--- config.mk ---
export PLATFORM = sky130hd
export DESIGN_NAME = lrusac_seq
export DESIGN_NICKNAME = d
export VERILOG_FILES = /design/src/rtl/lrusac_pkg.sv /design/src/rtl/lrusac_seq.sv
export SDC_FILE = /design/constraint.sdc
export NUM_CORES = 1
export LEC_CHECK = 0
export BUFFER_PORTS_ARGS = -buffer_cell sky130_fd_sc_hd__clkbuf_2
export CAP_MARGIN = 5
export CORE_MARGIN = 4
export CORE_UTILIZATION = 50
export CTS_CLUSTER_DIAMETER = 150
export DETAILED_ROUTE_END_ITERATION = 12
export HOLD_SLACK_MARGIN = 0.1
export PLACE_DENSITY = 0.71
export SYNTH_ARGS = -nofsm -noshare
export SYNTH_HDL_FRONTEND = slang
export SYNTH_SLANG_ARGS = --single-unit
--- constraint.sdc ---
create_clock -name clk_i -period 6.6 [get_ports clk_i]
set_clock_uncertainty 0.05 [all_clocks]
set_input_delay 1.32 -clock clk_i [delete_from_list [all_inputs] [get_ports clk_i]]
set_output_delay 1.32 -clock clk_i [all_outputs]
set_load 0.01 [all_outputs]
--- src/rtl/lrusac_pkg.sv ---
// shared types and constants of the lru set-associative cache model
// no dependencies
package lrusac_pkg;

  localparam int DEF_MAX_SETS = 64;
  localparam int DEF_MAX_WAYS = 8;

  localparam int ADDR_W  = 64;
  localparam int TAG_W   = 62;
  localparam int CNT_W   = 32;
  localparam int PADDR_W = 4;
  localparam int PDATA_W = 32;
  localparam int BB_MAX  = 32;

  // register indexes, taken from paddr[3:2]
  localparam logic [1:0] REG_SET_BITS    = 2'd0;
  localparam logic [1:0] REG_WAYS_IN_USE = 2'd1;
  localparam logic [1:0] REG_BLOCK_BITS  = 2'd2;

  typedef enum logic [1:0] {
    OP_FETCH  = 2'd0,
    OP_LOAD   = 2'd1,
    OP_STORE  = 2'd2,
    OP_MODIFY = 2'd3
  } op_e;

  typedef struct packed {
    op_e               op;
    logic [ADDR_W-1:0] address;
  } access_t;

  typedef struct packed {
    logic             hit;
    logic             evicted;
    logic             last;
    logic [CNT_W-1:0] hit_total;
    logic [CNT_W-1:0] miss_total;
    logic [CNT_W-1:0] eviction_total;
  } result_t;

  typedef struct packed {
    logic [2:0] set_bits;
    logic [3:0] ways_in_use;
    logic [5:0] block_bits;
  } cfg_t;

  typedef struct packed {
    logic rd_en;
    logic meta_we;
    logic tag_we;
  } mem_ctl_t;

endpackage

--- src/rtl/lrusac_seq.sv ---
// lookup sequencer: walks the ways of a set through one compare unit,
// then rewrites ranks way by way; holds counters and the output register
// depends on lrusac_pkg
module lrusac_seq #(
  parameter int MAX_SETS = lrusac_pkg::DEF_MAX_SETS,
  parameter int MAX_WAYS = lrusac_pkg::DEF_MAX_WAYS,
  localparam int SIW     = $clog2(MAX_SETS + 1) - 1,
  localparam int WW      = (MAX_WAYS > 1) ? $clog2(MAX_WAYS) : 1,
  localparam int RW      = WW,
  localparam int LAW     = SIW + WW
) (
  input  logic                          clk_i,
  input  logic                          rst_ni,
  input  lrusac_pkg::cfg_t              cfg_i,
  input  logic                          in_valid_i,
  output logic                          in_stall_o,
  input  lrusac_pkg::access_t           in_word_i,
  output logic                          out_valid_o,
  input  logic                          out_stall_i,
  output lrusac_pkg::result_t           out_word_o,
  output lrusac_pkg::mem_ctl_t          ctl_o,
  output logic [LAW-1:0]                rd_addr_o,
  output logic [LAW-1:0]                wr_addr_o,
  output logic                          wr_valid_o,
  output logic [RW-1:0]                 wr_rank_o,
  output logic [lrusac_pkg::TAG_W-1:0]  wr_tag_o,
  input  logic                          rd_valid_i,
  input  logic [RW-1:0]                 rd_rank_i,
  input  logic [lrusac_pkg::TAG_W-1:0]  rd_tag_i
);

  localparam int WCW  = $clog2(MAX_WAYS + 1);
  localparam int RMAX = MAX_WAYS - 1;

  typedef enum logic [3:0] {
    ST_CLEAR,
    ST_IDLE,
    ST_PREP,
    ST_SCAN,
    ST_SCAN_END,
    ST_DECIDE,
    ST_UPDATE,
    ST_UPDATE_END,
    ST_EMIT,
    ST_EMIT2
  } state_e;

  state_e                         state_q, state_d;
  logic [LAW-1:0]                 clr_q, clr_d;
  logic                           modify_q, modify_d;
  logic [lrusac_pkg::ADDR_W-1:0]  addr_q, addr_d;
  logic [SIW-1:0]                 set_q, set_d;
  logic [lrusac_pkg::TAG_W-1:0]   tag_q, tag_d;
  logic [WW-1:0]                  way_q, way_d;
  logic                           pend_q, pend_d;
  logic [WW-1:0]                  pend_way_q, pend_way_d;
  logic                           hit_found_q, hit_found_d;
  logic [WW-1:0]                  hit_way_q, hit_way_d;
  logic [RW-1:0]                  hit_rank_q, hit_rank_d;
  logic                           inv_found_q, inv_found_d;
  logic [WW-1:0]                  inv_way_q, inv_way_d;
  logic [WW-1:0]                  vic_way_q, vic_way_d;
  logic [RW-1:0]                  vic_rank_q, vic_rank_d;
  logic [WW-1:0]                  tgt_way_q, tgt_way_d;
  logic [RW-1:0]                  old_q, old_d;
  logic                           old_inf_q, old_inf_d;
  logic                           res_hit_q, res_hit_d;
  logic                           res_ev_q, res_ev_d;
  logic [lrusac_pkg::CNT_W-1:0]   hit_cnt_q, hit_cnt_d;
  logic [lrusac_pkg::CNT_W-1:0]   miss_cnt_q, miss_cnt_d;
  logic [lrusac_pkg::CNT_W-1:0]   ev_cnt_q, ev_cnt_d;
  logic                           out_valid_q, out_valid_d;
  lrusac_pkg::result_t            out_word_q, out_word_d;

  logic [2:0]                     sb_eff;
  logic [5:0]                     bb_eff;
  logic [WCW-1:0]                 ways_eff;
  logic [WW-1:0]                  last_way;
  logic [6:0]                     tag_shift;
  logic [lrusac_pkg::ADDR_W-1:0]  set_shifted;
  logic                           out_free;
  logic                           bump;

  // register saturation
  always_comb begin
    if (cfg_i.set_bits == 3'd0) begin
      sb_eff = 3'd1;
    end else if (int'(cfg_i.set_bits) > SIW) begin
      sb_eff = 3'(SIW);
    end else begin
      sb_eff = cfg_i.set_bits;
    end
    if (cfg_i.block_bits == 6'd0) begin
      bb_eff = 6'd1;
    end else if (int'(cfg_i.block_bits) > lrusac_pkg::BB_MAX) begin
      bb_eff = 6'(lrusac_pkg::BB_MAX);
    end else begin
      bb_eff = cfg_i.block_bits;
    end
    if (cfg_i.ways_in_use == 4'd0) begin
      ways_eff = WCW'(1);
    end else if (int'(cfg_i.ways_in_use) > MAX_WAYS) begin
      ways_eff = WCW'(MAX_WAYS);
    end else begin
      ways_eff = WCW'(cfg_i.ways_in_use);
    end
  end

  assign last_way    = WW'(ways_eff - WCW'(1));
  assign tag_shift   = {1'b0, bb_eff} + {4'd0, sb_eff};
  assign set_shifted = addr_q >> bb_eff;
  assign out_free    = !out_valid_q || !out_stall_i;
  assign bump        = rd_valid_i && (old_inf_q || rd_rank_i < old_q) &&
                       rd_rank_i < RW'(RMAX);

  assign in_stall_o  = state_q != ST_IDLE;
  assign out_valid_o = out_valid_q;
  assign out_word_o  = out_word_q;
  assign wr_tag_o    = tag_q;

  always_comb begin
    state_d     = state_q;
    clr_d       = clr_q;
    modify_d    = modify_q;
    addr_d      = addr_q;
    set_d       = set_q;
    tag_d       = tag_q;
    way_d       = way_q;
    pend_d      = 1'b0;
    pend_way_d  = pend_way_q;
    hit_found_d = hit_found_q;
    hit_way_d   = hit_way_q;
    hit_rank_d  = hit_rank_q;
    inv_found_d = inv_found_q;
    inv_way_d   = inv_way_q;
    vic_way_d   = vic_way_q;
    vic_rank_d  = vic_rank_q;
    tgt_way_d   = tgt_way_q;
    old_d       = old_q;
    old_inf_d   = old_inf_q;
    res_hit_d   = res_hit_q;
    res_ev_d    = res_ev_q;
    hit_cnt_d   = hit_cnt_q;
    miss_cnt_d  = miss_cnt_q;
    ev_cnt_d    = ev_cnt_q;
    out_valid_d = out_valid_q && out_stall_i;
    out_word_d  = out_word_q;
    ctl_o       = '0;
    rd_addr_o   = {set_q, way_q};
    wr_addr_o   = {set_q, pend_way_q};
    wr_valid_o  = 1'b0;
    wr_rank_o   = '0;

    // compare unit on the line read last cycle
    if (pend_q && (state_q == ST_SCAN || state_q == ST_SCAN_END)) begin
      if (rd_valid_i && rd_tag_i == tag_q && !hit_found_q) begin
        hit_found_d = 1'b1;
        hit_way_d   = pend_way_q;
        hit_rank_d  = rd_rank_i;
      end
      if (!rd_valid_i && !inv_found_q) begin
        inv_found_d = 1'b1;
        inv_way_d   = pend_way_q;
      end
      if (pend_way_q == '0 || rd_rank_i > vic_rank_q) begin
        vic_way_d  = pend_way_q;
        vic_rank_d = rd_rank_i;
      end
    end

    // rank rewrite of the line read last cycle
    if (pend_q && (state_q == ST_UPDATE || state_q == ST_UPDATE_END)) begin
      ctl_o.meta_we = 1'b1;
      if (pend_way_q == tgt_way_q) begin
        ctl_o.tag_we = 1'b1;
        wr_valid_o   = 1'b1;
        wr_rank_o    = '0;
      end else begin
        wr_valid_o = rd_valid_i;
        wr_rank_o  = rd_rank_i + RW'(bump);
      end
    end

    case (state_q)
      ST_CLEAR: begin
        ctl_o.meta_we = 1'b1;
        wr_addr_o     = clr_q;
        if (&clr_q) begin
          state_d = ST_IDLE;
        end else begin
          clr_d = clr_q + LAW'(1);
        end
      end
      ST_IDLE: begin
        if (in_valid_i && in_word_i.op != lrusac_pkg::OP_FETCH) begin
          addr_d   = in_word_i.address;
          modify_d = in_word_i.op == lrusac_pkg::OP_MODIFY;
          state_d  = ST_PREP;
        end
      end
      ST_PREP: begin
        set_d       = set_shifted[SIW-1:0] & ~({SIW{1'b1}} << sb_eff);
        tag_d       = lrusac_pkg::TAG_W'(addr_q >> tag_shift);
        hit_found_d = 1'b0;
        inv_found_d = 1'b0;
        way_d       = '0;
        state_d     = ST_SCAN;
      end
      ST_SCAN: begin
        ctl_o.rd_en = 1'b1;
        pend_d      = 1'b1;
        pend_way_d  = way_q;
        if (way_q == last_way) begin
          state_d = ST_SCAN_END;
        end else begin
          way_d = way_q + WW'(1);
        end
      end
      ST_SCAN_END: begin
        state_d = ST_DECIDE;
      end
      ST_DECIDE: begin
        way_d   = '0;
        state_d = ST_UPDATE;
        if (hit_found_q) begin
          tgt_way_d = hit_way_q;
          old_d     = hit_rank_q;
          old_inf_d = 1'b0;
          res_hit_d = 1'b1;
          res_ev_d  = 1'b0;
          hit_cnt_d = hit_cnt_q + 32'd1;
        end else if (inv_found_q) begin
          tgt_way_d  = inv_way_q;
          old_d      = '0;
          old_inf_d  = 1'b1;
          res_hit_d  = 1'b0;
          res_ev_d   = 1'b0;
          miss_cnt_d = miss_cnt_q + 32'd1;
        end else begin
          tgt_way_d  = vic_way_q;
          old_d      = vic_rank_q;
          old_inf_d  = 1'b0;
          res_hit_d  = 1'b0;
          res_ev_d   = 1'b1;
          miss_cnt_d = miss_cnt_q + 32'd1;
          ev_cnt_d   = ev_cnt_q + 32'd1;
        end
      end
      ST_UPDATE: begin
        ctl_o.rd_en = 1'b1;
        pend_d      = 1'b1;
        pend_way_d  = way_q;
        if (way_q == last_way) begin
          state_d = ST_UPDATE_END;
        end else begin
          way_d = way_q + WW'(1);
        end
      end
      ST_UPDATE_END: begin
        state_d = ST_EMIT;
      end
      ST_EMIT: begin
        if (out_free) begin
          out_valid_d                = 1'b1;
          out_word_d.hit             = res_hit_q;
          out_word_d.evicted         = res_ev_q;
          out_word_d.last            = !modify_q;
          out_word_d.hit_total       = hit_cnt_q;
          out_word_d.miss_total      = miss_cnt_q;
          out_word_d.eviction_total  = ev_cnt_q;
          state_d                    = modify_q ? ST_EMIT2 : ST_IDLE;
        end
      end
      ST_EMIT2: begin
        // the store half of a modify hits the line just touched
        if (out_free) begin
          hit_cnt_d                  = hit_cnt_q + 32'd1;
          out_valid_d                = 1'b1;
          out_word_d.hit             = 1'b1;
          out_word_d.evicted         = 1'b0;
          out_word_d.last            = 1'b1;
          out_word_d.hit_total       = hit_cnt_q + 32'd1;
          out_word_d.miss_total      = miss_cnt_q;
          out_word_d.eviction_total  = ev_cnt_q;
          state_d                    = ST_IDLE;
        end
      end
      default: begin
        state_d = ST_IDLE;
      end
    endcase
  end

  always_ff @(posedge clk_i or negedge rst_ni) begin
    if (!rst_ni) begin
      state_q     <= ST_CLEAR;
      clr_q       <= '0;
      modify_q    <= 1'b0;
      addr_q      <= '0;
      set_q       <= '0;
      tag_q       <= '0;
      way_q       <= '0;
      pend_q      <= 1'b0;
      pend_way_q  <= '0;
      hit_found_q <= 1'b0;
      hit_way_q   <= '0;
      hit_rank_q  <= '0;
      inv_found_q <= 1'b0;
      inv_way_q   <= '0;
      vic_way_q   <= '0;
      vic_rank_q  <= '0;
      tgt_way_q   <= '0;
      old_q       <= '0;
      old_inf_q   <= 1'b0;
      res_hit_q   <= 1'b0;
      res_ev_q    <= 1'b0;
      hit_cnt_q   <= '0;
      miss_cnt_q  <= '0;
      ev_cnt_q    <= '0;
      out_valid_q <= 1'b0;
      out_word_q  <= '0;
    end else begin
      state_q     <= state_d;
      clr_q       <= clr_d;
      modify_q    <= modify_d;
      addr_q      <= addr_d;
      set_q       <= set_d;
      tag_q       <= tag_d;
      way_q       <= way_d;
      pend_q      <= pend_d;
      pend_way_q  <= pend_way_d;
      hit_found_q <= hit_found_d;
      hit_way_q   <= hit_way_d;
      hit_rank_q  <= hit_rank_d;
      inv_found_q <= inv_found_d;
      inv_way_q   <= inv_way_d;
      vic_way_q   <= vic_way_d;
      vic_rank_q  <= vic_rank_d;
      tgt_way_q   <= tgt_way_d;
      old_q       <= old_d;
      old_inf_q   <= old_inf_d;
      res_hit_q   <= res_hit_d;
      res_ev_q    <= res_ev_d;
      hit_cnt_q   <= hit_cnt_d;
      miss_cnt_q  <= miss_cnt_d;
      ev_cnt_q    <= ev_cnt_d;
      out_valid_q <= out_valid_d;
      out_word_q  <= out_word_d;
    end
  end

endmodule

==> results by group <==
Logic synthesis
  • Count of yosys warnings during synthesis: 0
  • Number of synthesized register bits: approximately 380
  • Count of different cell masters after synthesis: a little over 90
  • Number of enable-type register cells in the synthesized netlist: 0
  • Ys async rst share: between 90% and 100%
  • Cell area after synthesis: between 20000 and 25000 sq um
  • Primary FF master, synth: dfrtp_1
  • Average cell area after synthesis: 9.56 sq um
  • Sequential-to-total area share from yosys stat: between 40% and 50%
  • Number of nets produced by synthesis: around 2500
  • Number of instances in the synthesized netlist: approximately 2300

Floorplanning
  • Std-Cell Core Area: 44100 sq um
  • Initial cell density of the core: approximately 50%
  • Overall die area: ~48000 sq um
  • I/O pin count: around 340
  • Site row count: 77
  • Die span in y: 219 um
  • Width of the chip: roughly 220 um

Drt
  • Number of design-rule violations left by the first detailed-router iteration: just over 2000
  • Post-route ant nets: 0
  • Routed wirelength normalized by instance count: about 22 um
  • Number of iterations in the first detailed-routing pass: 6
  • Routed vias/inst: between 6 and 7
  • Total via count after detailed routing: 19405
  • DR DRC count: 0
  • Sum of routed wire length over all layers: 70100 um

Setup path
  • Class of the most critical setup path: in2reg
  • Data arrival time of the critical path: roughly 5500 ps
  • Kind of launch point of the worst setup path: input pin
  • Required time of the worst setup path: 6980 ps
  • Number of cells traversed by the worst register-to-register path: 9
  • Minimum setup slack among reg-to-reg paths: 3420 ps
  • FF-to-FF Start: state_q[0]$_DFFE_PN0P_
  • RR Endpoint: ev_cnt_q[13]$_DFFE_PN0P_
  • CP max FO: 25
  • Kind of end point of the critical path: register

Placement
  • Buffers on Ports: about 340
  • Placed instance area: approximately 24000 sq um
  • Half-perimeter wire length after placement: between 50000 and 60000 um
  • Final estimated routing congestion in global placement: a little over 1
  • Placed Cells incl. Taps: 3144

Power and ir drop
  • Leak pwr: ~12 nW
  • Post-layout power: between 10 and 15 mW
  • Peak ir drop on the vdd network: roughly 0.00028 V
  • Pwr Density: approximately 410 nW/um^2

Clock network
  • Clock sink count: 375
  • Source-to-sink clock delay at the later pin of the worst-skew pair: ~570 ps
  • Clock transition at path regs: roughly 60 ps
  • Clock root buffer master: clkbuf_16
  • Number of hold buffers added after CTS: 0
  • Number of buffers added by the clock tree synthesis step: 42
  • Resized cells post-CTS: 0
  • Count of H-tree levels built during CTS: 2
  • # Post-CTS Setup Buffers: 0
  • Maximum clock path buffer count: 3
  • TritonCTS clock tree: done

Timing
  • Worst hold slack after final layout: approximately 420 ps
  • Minimum period implied by the final worst setup slack: 5110 ps
  • Ratio of final minimum period to clock period: between 70 and 80%
  • TNS Setup: 0 ps
  • Number of endpoints failing setup at the final stage: 0
  • Final slew viol count: 0
  • Relative slew slack: between 30% and 40%
  • Unrepaired setup endpoints after global routing: false
  • Final hold violation count: 0
  • Measured slew at the worst slew-check pin: about 940 ps
  • Peak clock frequency supported by timing: around 200 MHz

Final layout
  • Antenna diode count: 0
  • Number of nets in the layout: 2762
  • Final non-filler cell area: between 20000 and 30000 sq um
  • Fill count: 3908
  • Final standard cell count with taps included and fillers excluded: 3220
  • Proportion of layout cells with a drive suffix above 1: about 26%
  • Layout Area Growth over Synthesis: 16.1%

GRT
  • Number of antenna violations at the first check in global routing: 0
  • First-pass GRT wire length: around 110000 um
  • Via count of the first global-routing pass: 18587
  • Pin count of the biggest net entering global routing: 140
  • Grt total ovfl: 0
  • GRT Util Overall: 28.6%

Hold path
  • Hold wc startpoint: out_word_o[26]$_DFFE_PN0P_
  • Worst Hold End: out_word_o[26]$_DFFE_PN0P_
  • Worst min-delay path class: reg2reg
  • Worst Hold Depth: 2

Flow run
  • Number of max-capacitance violations reported: 0

Outcome
  • Result of the run: complete, no violations
[how the worst max path moves through the flow]
| stage | startpoint | cells past startpoint | end | slack [ps] |
|---|---|---|---|---|
| 2_1_floorplan | cfg_i[0] | 14 | wr_tag_o[3]$_DFFE_PN0P_ | 1940 |
| 5_1_grt | cfg_i[2] | 14 | wr_tag_o[9]$_DFFE_PN0P_ | 1230 |
| 4_1_cts | cfg_i[2] | 14 | wr_tag_o[9]$_DFFE_PN0P_ | 1610 |
| 3_5_place_dp | cfg_i[2] | 14 | wr_tag_o[9]$_DFFE_PN0P_ | 1000 |
| 6_report | cfg_i[2] | 14 | wr_tag_o[4]$_DFFE_PN0P_ | 1490 |
| 3_3_place_gp | cfg_i[2] | 14 | wr_tag_o[4]$_DFFE_PN0P_ | 1100 |
[per-stage QoR]
step           util, %  setup WS [ps]
2_1_floorplan        -           1940
4_1_cts           58.6           1610
5_1_grt           58.6           1230
6_report          58.6           1490
3_5_place_dp      55.4            999
3_3_place_gp      55.4           1100
[layout make-up]
| class | count | area, sq um | share of cell area (%) |
|---|---|---|---|
| tap | 592 | 741 | 2.87 |
| multi-input combinational | 1747 | 12000 | 46.5 |
| inverter | 49 | 185 | 0.716 |
| clock inverter | 14 | 151 | 0.586 |
| timing repair buffer | 381 | 2090 | 8.09 |
| sequential | 375 | 9380 | 36.3 |
| clock buffer | 62 | 1270 | 4.90 |
[critical path, stage by stage]
cell and delay (ps):
clkbuf_2 310, nor4_4 110, o21ai_4 470, clkinv_2 360
ha_2 320, ha_2 220, or2_1 280, o211ai_4 450
buf_12 270, mux2i_1 460, mux2_2 270, mux2i_1 100
a222oi_1 380, a21oi_1 130
[state kept, by name (all words and copies together), names as in the netlist, 6 cells and up]
register    count
out_word_o     99
wr_tag_o       62
clr_q           9
miss_cnt_q     32
hit_cnt_q      32
set_q           6
addr_q         64
ev_cnt_q       32
[cells by family after synthesis]
group	after synthesis	synth area share, %
AND/OR/NAND/NOR	841	16.8
AO/OA/AOI/OAI	428	12.9
flip-flops	375	42.1
multiplexers	296	16.5
buffers and inverters	208	4.20
XOR/XNOR	163	6.44
adder cells (fa/ha/maj)	19	1.04
[layout by cell type (no fill, tap or decap), types with 33 or more instances in the layout]
master     synthesis  final
xor2_1            55     55
buf_4             11     40
nand2_1          473    472
mux4_2            42     42
nand4_1           33     33
a21oi_1           84     83
clkbuf_16          0     42
nand3_1           54     54
mux2_2           142    142
inv_1             47     47
o21ai_0          105    105
nor2_1           139    138
xnor2_1          107    106
mux2i_1          109    108
clkbuf_2           1    335
dfrtp_1          375    375
[where the power goes]
group | switching (mW) | internal [mW]
sequential | 1.00 | 2.94
combinational | 2.46 | 1.94
clock | 0.976 | 1.41
total | 4.44 | 6.28
[cell usage after synthesis, types with 11 or more instances]
cell type | instances | area share (%)
o211ai_1 | 20 | 0.67
buf_4 | 11 | 0.37
inv_1 | 47 | 0.79
ha_1 | 17 | 0.96
nand2b_1 | 19 | 0.53
a21oi_1 | 84 | 1.9
clkbuf_1 | 87 | 1.5
a31oi_1 | 15 | 0.42
nor4_1 | 11 | 0.31
nor3_1 | 29 | 0.65
nor2_1 | 139 | 2.3
buf_2 | 40 | 0.90
xor2_1 | 55 | 2.2
mux2i_1 | 109 | 4.9
a22o_1 | 16 | 0.63
dfrtp_1 | 375 | 42
mux4_2 | 42 | 4.2
xnor2_1 | 107 | 4.2
nand2_1 | 473 | 8.0
nand4_1 | 33 | 0.93
o22ai_1 | 29 | 0.81
o31ai_1 | 11 | 0.37
o21ai_0 | 105 | 2.4
mux2_2 | 142 | 7.2
a211oi_1 | 15 | 0.51
buf_1 | 12 | 0.20
a221oi_1 | 15 | 0.59
and3_1 | 20 | 0.56
nand3_1 | 54 | 1.2
[routing by layer]
| metal | vias up | share of wire [%] | track usage [%] |
|---|---|---|---|
| met4 | 0 | 4.4 | 11.1 |
| met2 | 903 | 47 | 45.5 |
| met1 | 9504 | 41 | 39.4 |
| li1 | 8802 | - | - |
| met5 | - | 0 | 0 |
| met3 | 196 | 8.0 | 4.69 |
No activity file was read; power rests on OpenSTA's default activity.
